**src/hw/rtl/assert_macros.svh**
```systemverilog
// Assertion macros for the RTL of the telemetry decoder.
// Each macro expects clk and rst in the scope that uses it.
`ifndef ASSERT_MACROS_SVH
`define ASSERT_MACROS_SVH

// same-cycle implication
`define BDT_ASSERT_NOW(lbl, ante, cons, msg) \
  lbl: assert property (@(posedge clk) disable iff (rst) (ante) |-> (cons)) \
    else $error(msg);

// next-cycle implication
`define BDT_ASSERT_NEXT(lbl, ante, cons, msg) \
  lbl: assert property (@(posedge clk) disable iff (rst) (ante) |=> (cons)) \
    else $error(msg);

`endif

```
**src/hw/rtl/bdt_pkg.sv**
```systemverilog
`timescale 1ns / 1ps
// Types, constants and the GCR lookup for the telemetry decoder.
// No dependencies.
package bdt_pkg;

  localparam int QUO_W  = 26;
  localparam int MANT_W = 9;
  localparam int PP_W   = 7;

  localparam logic [QUO_W-1:0]  ERPM_NUMERATOR    = 26'd60000000;
  localparam logic [PP_W-1:0]   ROTOR_PAIRS_RESET = 7'd7;
  localparam logic [MANT_W-1:0] MANT_NO_SPIN      = 9'h1FF;
  localparam logic [3:0]        EDT_VOLTAGE       = 4'h4;
  localparam logic [15:0]       RPM_MAX           = 16'hFFFF;
  localparam logic              REG_ROTOR_PAIRS   = 1'b0;

  typedef enum logic [2:0] {
    ST_ERPM        = 3'd0,
    ST_EDT         = 3'd1,
    ST_BAD_GCR     = 3'd2,
    ST_BAD_CRC     = 3'd3,
    ST_ZERO_PERIOD = 3'd4
  } status_t;

  typedef struct packed {
    logic              gcr_ok;
    logic [15:0]       frame;
    status_t           status;
    logic [3:0]        edt_type;
    logic [9:0]        edt_value;
    logic              use_q;
    logic [QUO_W-1:0]  num;
    logic [MANT_W-1:0] rem;
    logic [MANT_W-1:0] den;
    logic [QUO_W-1:0]  erpm;
    logic [15:0]       rpm;
  } stage_t;

  // bit 4 set marks a listed group, bits 3..0 carry the nibble
  function automatic logic [4:0] gcr_lookup(input logic [4:0] grp);
    logic [4:0] e;
    case (grp)
      5'h09:   e = 5'h19;
      5'h0A:   e = 5'h1A;
      5'h0B:   e = 5'h1B;
      5'h0D:   e = 5'h1D;
      5'h0E:   e = 5'h1E;
      5'h0F:   e = 5'h1F;
      5'h12:   e = 5'h12;
      5'h13:   e = 5'h13;
      5'h15:   e = 5'h15;
      5'h16:   e = 5'h16;
      5'h17:   e = 5'h17;
      5'h19:   e = 5'h10;
      5'h1A:   e = 5'h18;
      5'h1B:   e = 5'h11;
      5'h1D:   e = 5'h14;
      5'h1E:   e = 5'h1C;
      default: e = 5'h00;
    endcase
    return e;
  endfunction

endpackage

```
**src/hw/rtl/bdshot_telemetry_decoder_top.sv**
```systemverilog
`timescale 1ns / 1ps
// Bidirectional DShot telemetry word decoder: GCR decode, CRC check, eRPM, rpm and EDT.
// Depends on bdt_pkg and assert_macros.svh.
//
//  port group   | role      | handshake
//  -------------+-----------+-----------------------------------
//  raw_bits     | in        | in_valid / in_ready
//  result       | out       | out_valid / out_ready
//  rotor_pairs  | config    | APB write at byte address 0
//
// One transaction per cycle while out_ready is high. Decode and classify stages feed
// two radix 2**RADIX_BITS division chains, eRPM then rpm, each ending in a finish stage.
// Reset clears all stage valid bits and loads rotor_pairs with 7.
// A full stage holds while the stage after it holds; empty stages close up under stall.
`include "assert_macros.svh"

module bdshot_telemetry_decoder_top import bdt_pkg::*; #(
  parameter int RADIX_BITS = 2
) (
  input  logic        clk,
  input  logic        rst,
  input  logic        psel,
  input  logic        penable,
  input  logic        pwrite,
  input  logic [2:0]  paddr,
  input  logic [31:0] pwdata,
  output logic [31:0] prdata,
  output logic        pready,
  input  logic        in_valid,
  output logic        in_ready,
  input  logic [19:0] raw_bits,
  output logic        out_valid,
  input  logic        out_ready,
  output logic [2:0]  status,
  output logic [15:0] decoded_frame,
  output logic [25:0] erpm,
  output logic [15:0] rpm,
  output logic [3:0]  edt_type,
  output logic [9:0]  edt_value
);

  localparam int DIV_STG = (QUO_W + RADIX_BITS - 1) / RADIX_BITS;
  localparam int NSTG    = 4 + 2 * DIV_STG;
  localparam int LAST    = NSTG - 1;

  logic [PP_W-1:0] rotor_pairs;

  stage_t          pipe [NSTG];
  stage_t          nxt  [NSTG];
  logic [NSTG-1:0] vld;
  logic [NSTG-1:0] adv;

  function automatic stage_t decode(input logic [19:0] word);
    logic [19:0] gcr;
    logic [4:0]  e;
    stage_t      r;
    gcr         = word ^ (word >> 1);
    r           = '0;
    r.status    = ST_ERPM;
    r.gcr_ok    = 1'b1;
    for (int g = 0; g < 4; g++) begin
      e = gcr_lookup(gcr[15-5*g +: 5]);
      r.gcr_ok = r.gcr_ok & e[4];
      r.frame[12-4*g +: 4] = e[3:0];
    end
    return r;
  endfunction

  function automatic stage_t classify(input stage_t s);
    logic [11:0]       data;
    logic [3:0]        crc;
    logic [2:0]        expo;
    logic [MANT_W-1:0] mant;
    stage_t            r;
    data        = s.frame[15:4];
    crc         = ~(data[3:0] ^ data[7:4] ^ data[11:8]);
    expo        = data[11:9];
    mant        = data[8:0];
    r           = s;
    r.edt_type  = '0;
    r.edt_value = '0;
    r.use_q     = 1'b0;
    r.rem       = '0;
    r.den       = mant;
    r.num       = ERPM_NUMERATOR >> expo;
    r.erpm      = '0;
    r.rpm       = '0;
    if (!s.gcr_ok) begin
      r.status = ST_BAD_GCR;
      r.frame  = '0;
    end else if (crc != s.frame[3:0]) begin
      r.status = ST_BAD_CRC;
    end else if (mant == '0) begin
      r.status = ST_ZERO_PERIOD;
    end else if (!expo[0] && !mant[MANT_W-1]) begin
      r.status   = ST_EDT;
      r.edt_type = data[11:8];
      if (data[11:8] == EDT_VOLTAGE) begin
        r.edt_value = {data[7:0], 2'b00};
      end else begin
        r.edt_value = {2'b00, data[7:0]};
      end
    end else begin
      r.status = ST_ERPM;
      r.use_q  = (mant != MANT_NO_SPIN);
    end
    return r;
  endfunction

  // up to RADIX_BITS restoring steps; num shifts out dividend bits and takes in quotient bits
  function automatic stage_t div_step(input stage_t s, input int base);
    logic [MANT_W:0] rem2;
    logic            ge;
    stage_t          r;
    r = s;
    for (int j = 0; j < RADIX_BITS; j++) begin
      if (base + j < QUO_W) begin
        rem2  = {r.rem, r.num[QUO_W-1]};
        ge    = (rem2 >= {1'b0, r.den});
        r.num = {r.num[QUO_W-2:0], ge};
        r.rem = ge ? MANT_W'(rem2 - {1'b0, r.den}) : rem2[MANT_W-1:0];
      end
    end
    return r;
  endfunction

  function automatic stage_t erpm_done(input stage_t s, input logic [PP_W-1:0] pp);
    stage_t r;
    r      = s;
    r.erpm = s.use_q ? s.num : '0;
    r.num  = r.erpm;
    r.rem  = '0;
    r.den  = {{(MANT_W-PP_W){1'b0}}, pp};
    return r;
  endfunction

  function automatic stage_t rpm_done(input stage_t s, input logic [PP_W-1:0] pp);
    stage_t r;
    r = s;
    if (s.erpm == '0) begin
      r.rpm = '0;
    end else if (pp == '0 || s.num > {{(QUO_W-16){1'b0}}, RPM_MAX}) begin
      r.rpm = RPM_MAX;
    end else begin
      r.rpm = s.num[15:0];
    end
    return r;
  endfunction

  // configuration
  assign pready = 1'b1;
  assign prdata = (paddr[2] == REG_ROTOR_PAIRS) ? {{(32-PP_W){1'b0}}, rotor_pairs} : '0;

  always_ff @(posedge clk) begin
    if (rst) begin
      rotor_pairs <= ROTOR_PAIRS_RESET;
    end else if (psel && penable && pwrite && pready && paddr[2] == REG_ROTOR_PAIRS) begin
      rotor_pairs <= pwdata[PP_W-1:0];
    end
  end

  // stage advance: load when empty or when the stage after moves on
  always_comb begin
    adv[LAST] = !vld[LAST] || out_ready;
    for (int i = LAST - 1; i >= 0; i--) begin
      adv[i] = !vld[i] || adv[i+1];
    end
  end

  assign in_ready = adv[0];

  for (genvar g = 0; g < NSTG; g++) begin : g_stage
    if (g == 0) begin : g_dec
      assign nxt[g] = decode(raw_bits);
    end else if (g == 1) begin : g_cls
      assign nxt[g] = classify(pipe[g-1]);
    end else if (g < 2 + DIV_STG) begin : g_ediv
      assign nxt[g] = div_step(pipe[g-1], (g - 2) * RADIX_BITS);
    end else if (g == 2 + DIV_STG) begin : g_efin
      assign nxt[g] = erpm_done(pipe[g-1], rotor_pairs);
    end else if (g < 3 + 2 * DIV_STG) begin : g_rdiv
      assign nxt[g] = div_step(pipe[g-1], (g - 3 - DIV_STG) * RADIX_BITS);
    end else begin : g_rfin
      assign nxt[g] = rpm_done(pipe[g-1], rotor_pairs);
    end

    always_ff @(posedge clk) begin
      if (rst) begin
        vld[g] <= 1'b0;
      end else if (adv[g]) begin
        vld[g] <= (g == 0) ? in_valid : vld[(g == 0) ? 0 : g-1];
      end
    end

    always_ff @(posedge clk) begin
      if (adv[g]) begin
        pipe[g] <= nxt[g];
      end
    end
  end

  assign out_valid     = vld[LAST];
  assign status        = pipe[LAST].status;
  assign decoded_frame = pipe[LAST].frame;
  assign erpm          = pipe[LAST].erpm;
  assign rpm           = pipe[LAST].rpm;
  assign edt_type      = pipe[LAST].edt_type;
  assign edt_value     = pipe[LAST].edt_value;

  `BDT_ASSERT_NEXT(a_accept_lands, in_valid && in_ready, vld[0], "accepted word lost at entry")
  `BDT_ASSERT_NOW(a_bad_gcr_frame, out_valid && status == ST_BAD_GCR,
    decoded_frame == '0 && erpm == '0 && rpm == '0, "bad GCR result not cleared")
  `BDT_ASSERT_NOW(a_speed_only_erpm, out_valid && status != ST_ERPM,
    erpm == '0 && rpm == '0, "speed fields set outside eRPM frame")
  `BDT_ASSERT_NOW(a_rpm_zero, out_valid && erpm == '0, rpm == '0,
    "rpm nonzero with zero eRPM")
  `BDT_ASSERT_NEXT(a_hold_stalled, out_valid && !out_ready,
    out_valid && $stable(erpm) && $stable(rpm), "held result changed under stall")

endmodule

```
**config.mk**
```make
export PLATFORM = sky130hd
export DESIGN_NAME = bdshot_telemetry_decoder_top
export DESIGN_NICKNAME = d
export VERILOG_FILES = /design/src/hw/rtl/bdt_pkg.sv /design/src/hw/rtl/bdshot_telemetry_decoder_top.sv
export VERILOG_INCLUDE_DIRS = /design/src /design/src/hw/rtl
export SDC_FILE = /design/constraint.sdc
export NUM_CORES = 2
export LEC_CHECK = 0
export CORE_MARGIN = 2
export CORE_UTILIZATION = 55
export CTS_CLUSTER_DIAMETER = 80
export DETAILED_ROUTE_END_ITERATION = 10
export DONT_BUFFER_PORTS = 1
export GPL_TIMING_DRIVEN = 0
export HOLD_SLACK_MARGIN = 0.05
export PLACE_DENSITY = 0.7
export SYNTH_ARGS = -nofsm -noshare
export SYNTH_HDL_FRONTEND = slang
export SYNTH_MEMORY_MAX_BITS = 65536
export SYNTH_SLANG_ARGS = --single-unit
```
**constraint.sdc**
```tcl
create_clock -name clk -period 8.3 [get_ports clk]
set_input_delay 1.245 -clock clk [delete_from_list [all_inputs] [get_ports clk]]
set_output_delay 1.245 -clock clk [all_outputs]
set_load 0.02 [all_outputs]
```
; ---- Word level (Yosys, flattened, before mapping)
; Memories as Yosys holds them, arrays and structs flattened.
; Cells that the tools add are included.
; Widths: inputs -> output; s select.
[word_totals]
regBits = 37
ram_bits = 3630
romBits = 640
inputBits = 62
out_inout_bits = 110
wordCells = 350
mem_count = 5
[classes]
add_sub_neg = 52
order_cmp = 53
n_eq_ne = 3
n_shift = 1
mux = 127
bitwise = 8
reduce_logical = 70
[memory_table]
columns = name, depth, word_bits, read_ports, rd_clocked_by_memory_dff, write_ports, line_no
row1 = pipe, 30, 121, 30, 0, 30, bdshot_telemetry_decoder_top.sv:48  ; stage_t pipe [NSTG];
row2 = (name not given), 32, 5, 1, 0, 0, bdt_pkg.sv:42  ; case (grp)
row3 = (name not given), 32, 5, 1, 0, 0, bdt_pkg.sv:42
row4 = (name not given), 32, 5, 1, 0, 0, bdt_pkg.sv:42
row5 = (name not given), 32, 5, 1, 0, 0, bdt_pkg.sv:42
[op_table]
columns = cell, count
row1 = $ge 10x9->1, 52
row2 = $mux 9, 52
row3 = $sub 9x9->9, 52
row4 = $mux 1, 62
row5 = $mux 16, 3
row6 = $mux 15, 3
row7 = $logic_not 1->1, 32
row8 = $logic_or 1x1->1, 31
row9 = $gt 26x16->1 const B, 1
row10 = $logic_not 26->1, 1
row11 = $mux 26, 1
row12 = $shr 26x3->26 const A, 1
row13 = $xor 20x19->20, 1
row14 = $mux 14, 1
row15 = $mux 10, 1
row16 = $logic_not 9->1, 1
row17 = $mux 3, 3
row18 = $ne 9x9->1 const B, 1
row19 = $xor 4x4->4, 2
row20 = $logic_not 7->1, 1
row21 = $mux 7, 1
row22 = $eq 4x3->1 const B, 1
row23 = $logic_and 1x1->1, 4
row24 = $ne 4x4->1, 1
row25 = other kinds (3), 5

; ---- Logic depth before layout (Yosys ltp)
[depth]
word_depth = 33
depth_mapped = 22
ltp_nobuf = 22

; ---- Worst setup path after synthesis
; Ideal clock, no wire load.
[synth_timing]
path_kind = input -> register
from = input out_ready
to = memory pipe[0][284] (netlist name) (enable)
setup_time_ns = 0.433
t_arrival_ns = 6.665
required_ns = 7.867
path_slack_ns = 1.202
stages = 12
n_path_buf = 1
cell_sequence = nor2b_4 > inv_2 > nor4_4 > and2_4 > inv_2 > nor3_4 > inv_2 > nor3_4 > and3_4 > and3_1 > buf_4 > nand2_1
[synth_rtl]
columns = element, line_no
row1 = from (decl), bdshot_telemetry_decoder_top.sv:33  ; input logic out_ready,
row2 = to (decl), bdshot_telemetry_decoder_top.sv:48

; ---- Worst setup path in the final report
[layout_timing]
from = register vld[29], in the netlist out_valid
to = output in_ready
[layout_via]
elab_chain_cells = 31
[layout_lines]
columns = element, line_no
row1 = from (decl), bdshot_telemetry_decoder_top.sv:50  ; logic [NSTG-1:0] vld;
row2 = "from (signal, indexed assignment)", bdshot_telemetry_decoder_top.sv:191  ; vld[g] <= (g == 0) ? in_valid : vld[(g == 0) ? 0 : g-1];
row3 = $logic_not 1->1, bdshot_telemetry_decoder_top.sv:164  ; adv[LAST] = !vld[LAST] || out_ready;
row4 = $logic_or 1x1->1, bdshot_telemetry_decoder_top.sv:164
row5 = net adv[29], bdshot_telemetry_decoder_top.sv:51  ; logic [NSTG-1:0] adv;
row6 = $logic_or 1x1->1 (12 in series), bdshot_telemetry_decoder_top.sv:166  ; adv[i] = !vld[i] || adv[i+1];
row7 = net adv[17], bdshot_telemetry_decoder_top.sv:51
row8 = $logic_or 1x1->1 (5 in series), bdshot_telemetry_decoder_top.sv:166
row9 = net adv[12], bdshot_telemetry_decoder_top.sv:51
row10 = $logic_or 1x1->1 (12 in series), bdshot_telemetry_decoder_top.sv:166
row11 = to (decl), bdshot_telemetry_decoder_top.sv:30  ; output logic in_ready,
; The timed path passes the listed nets, and every way through them passes these cells.

==> impl_summary.txt <==
----------------------------------------------------
[Status]
  Result of the run ... completed

[Final layout]
  Number of nets in the layout ... a little under 7,000
  Filler cell count in the final layout ... approximately 12,000
  Area of the multi-input gates ... approximately 23,000 um2
  Count of inserted antenna diode cells ... 0
  Area growth from synthesis to layout ... 12.01%
  Fraction of layout cells with a size suffix above 1 ... roughly 11%
  Footprint of the flip-flops and latches ... ~71,000 um2
  Finished Cell Area ... around 110,000 um2
  Core Util, Final ... between 60% and 70%

[Global routing]
  Initial antenna violation count ... 1
  Combined global-route utilization of all metal layers ... between 10% and 20%
  Global route total overflow ... 0
  Pin count of the biggest net entering global routing ... between 70 and 80
  Number of global-route vias before repair ... about 47,000
  Global-route wire length before repair ... 248.3 mm

[Setup path]
  CP top delay family ... simple AND/OR/NAND/NOR gates
  Critical Path AT ... approximately 6.1 ns
  Number of buffers and inverters on the critical path ... 7
  Crit-path cells ... nor2b_4 -> inv_4 -> buf_16 -> nor4_4 -> and2_4 -> inv_4 -> buf_16 -> nor3_4 -> inv_4 -> buf_16 -> nor3_4 -> and3_4 -> and3_1 -> buf_4 -> nand4_4
  Kind of start point of the critical path ... flip-flop
  Peak per-stage delay on the critical path ... between 0.8 and 0.9 ns
  Maximum fanout encountered on the critical timing path ... 77
  Worst path slowest cell ... sky130_fd_sc_hd__nor4_4
  Kind of critical path ... reg2out
  Kind of end point of the critical path ... primary output
  Worst endpoint required time ... roughly 7.1 ns

[CTS]
  Setup fix buffers added after clock tree synthesis ... 0
  Total number of H-tree levels ... 4
  Clock root buffer ... sky130_fd_sc_hd__clkbuf_16
  Number of buffers created by CTS ... around 220
  TritonCTS clock tree ... yes
  CTS Sinks ... ~2,400
  CTS clock-pin slew for the worst setup and hold paths ... 0.06 ns
  Clock buffer depth ... 3
  CTS resizes ... 0
  Hold-fix buffer count after cts ... 0
  Clk_lat worst skew ... 0.87 ns

[Route]
  Avg Vias per Cell ... around 5.3
  Violation count after the first detailed-route iteration ... between 2,000 and 3,000
  Remaining antenna violation count ... 0
  First-pass iteration count of the detailed router ... 5
  Post-detailed-routing wire length ... between 150 and 200 mm
  Vias after detailed routing ... between 40,000 and 50,000
  Drt wl/cell ... ~17 um
  Final routed DRC violation total ... 0

[STA]
  Hold violation total from the final report ... 0
  Slew at the pin closest to its max-slew limit ... ~1.1 ns
  Final setup skew ... approximately 0.068 ns
  Post-layout min period ... 7.328 ns
  Worst slew margin ... between 20% and 30%
  FMAX ... 136.5 MHz
  Final period util ... 88.29%
  Max-slew violation count ... 0
  Final-report setup violation count ... 0
  RSZ-0062 raised after global routing ... no

[Placement]
  Post-detail-place hpwl ... ~110 mm
  Number of port buffers ... 0
  Global placement routability congestion ... 0.8743
  Placed instance area ... around 100,000 um2

[Synthesis]
  Post-synth top area cell ... sky130_fd_sc_hd__edfxtp_1
  Async set or reset register ratio after synthesis ... 0%
  Number of distinct library cells after synthesis ... 82
  Number of register bits inferred by synthesis ... 2,368
  Register area share after synthesis ... between 70 and 80%
  Synth warn ... 0
  Count of mapped cells out of synthesis ... around 6,000
  Mean cell area of the mapped netlist ... between 15 and 20 um2
  Synth top area share ... between 70 and 80%
  Number of enable-type register cells in the synthesized netlist ... 2,331
  Most common flop cell mapped by yosys ... sky130_fd_sc_hd__edfxtp_1
  Top cells by area, synth ... sky130_fd_sc_hd__edfxtp_1 (73%), sky130_fd_sc_hd__ha_1 (5.5%), sky130_fd_sc_hd__mux2_2 (1.8%), sky130_fd_sc_hd__xnor2_1 (1.6%), sky130_fd_sc_hd__inv_1 (1.5%)
  Cell Area, Synth ... around 96,000 um2

[Die]
  Area of the core ... 173,600 um2
  Area of the die ... ~180,000 um2
  # rows ... 153
  Starting utilization of the core area ... 55.32%
  Top-Level Pins ... 172
  Die Span X ... roughly 420 um
  Die height ... roughly 420 um

[Power]
  IR drop worst, VDD ... 220.3 uV
  Power Dens Cells ... 362.7 nW/um2
  Leakage power of the design ... ~0.043 uW

[Flow run]
  Number of max-cap violations ... 0

[Min path]
  Class of the most critical hold timing path ... reg2reg

----------------------------------------------------
==> registers in the layout (all words and copies together), names as in the netlist <==
register and cells:
vld 29, pipe 2331, rotor_pairs 7, out_valid 1
==> power breakdown <==
group / total, uW / leakage (uW) / switching [uW] / internal (uW)
registers: 15900 / 0.0271 / 645 / 15300
clock network: 10100 / 0.00364 / 4260 / 5840
logic: 13000 / 0.0125 / 6790 / 6210
==> cells by family (layout without fill, tap and decap cells) <==
group                    Yosys count  in the layout  synth area share [%]
adder cells (fa/ha/maj)          468            468                 6.472
AO/OA/AOI/OAI                    969            969                 6.265
AND/OR/NAND/NOR                 1157           1157                 6.099
buffers and inverters            554           1007                 2.566
flip-flops                      2368           2368                 73.65
XOR/XNOR                         262            262                 2.389
multiplexers                     225            225                 2.549
other                              2             28              0.007819
==> layout by cell type, fill, tap and decap left out, drive strengths merged, types with 84 or more instances in the layout <==
cell / Yosys / layout
a21o: 120 / 120
a21oi: 271 / 271
buf: 108 / 141
clkbuf: 57 / 337
clkinv: 1 / 98
edfxtp: 2331 / 2331
ha: 420 / 420
inv: 388 / 398
mux2: 157 / 157
nand2: 245 / 245
nor2: 323 / 323
nor2b: 159 / 159
o21ai: 292 / 292
xnor2: 178 / 178
xor2: 84 / 84
==> through the flow <==
stage	total power, uW	TNS (ns)	setup WS, ns	std cells	hold WS, ns
CTS	39280	0	0.7175	8809	0.3618
floorplan	26330	0	1.202	6031	0.4003
detailed placement	28990	0	1.191	8389	0.4045
global placement	28620	-427.19	-0.9805	8356	0.4001
finish	39010	0	0.9717	8809	0.3748
global route	41450	0	0.5182	8809	0.3764
==> synth_stat cells, drive strengths merged, types with 7 or more instances <==
| cell | count |
|---|---|
| mux2i | 68 |
| nor2b | 159 |
| ha | 420 |
| nor4 | 23 |
| nor3b | 9 |
| o21ai | 292 |
| and2 | 64 |
| edfxtp | 2331 |
| or2 | 26 |
| a21boi | 10 |
| nand4b | 7 |
| nand2 | 245 |
| nor2 | 323 |
| fa | 48 |
| nand3 | 27 |
| and3 | 16 |
| a211oi | 34 |
| o21a | 46 |
| a21o | 120 |
| nand4 | 72 |
| a2111oi | 11 |
| a211o | 18 |
| buf | 108 |
| nand2b | 74 |
| mux2 | 157 |
| a21oi | 271 |
| o31ai | 22 |
| and4 | 7 |
| clkbuf | 57 |
| nand3b | 11 |
| inv | 388 |
| xor2 | 84 |
| o211ai | 13 |
| dfxtp | 37 |
| a31oi | 15 |
| or3 | 7 |
| nor3 | 76 |
| o21bai | 27 |
| o41ai | 12 |
| o31a | 23 |
| xnor2 | 178 |
| a41oi | 16 |
| o22ai | 7 |
==> cell type report <==
cell class / count / share of cell area (%)
Tap cell: 2325 / 2.704
Timing Repair Buffer: 33 / 0.7909
Inverter: 389 / 1.385
Multi-Input combinational cell: 3109 / 21.45
Sequential cell: 2368 / 65.75
Clock buffer: 280 / 5.608
Buffer: 165 / 0.9339
Clock inverter: 140 / 1.375
==> routing by layer <==
layer  vias up  global-route usage, %  share of wire [%]
li1      23043                      -                  -
met1     22467                  22.89                 44
met2       791                  29.70                 50
met3       241                  2.764                3.8
met4         0                  5.179                2.2
met5         -                      0                  0
==> worst paths after layout <==
| kind | startpoint | to | slack (ns) | cells after the start |
|---|---|---|---|---|
| max | out_valid$_SDFFE_PP0P_ | in_ready | 0.97 | 15 |
| min | pipe[0][788]$_DFFE_PP_ | pipe[0][911]$_DFFE_PP_ | 0.37 | 0 |
| max reg2reg | out_valid$_SDFFE_PP0P_ | pipe[0][117]$_DFFE_PP_ | 2.67 | 15 |
| min reg2reg | pipe[0][788]$_DFFE_PP_ | pipe[0][911]$_DFFE_PP_ | 0.37 | 0 |
No activity file was read; power rests on OpenSTA's default activity.
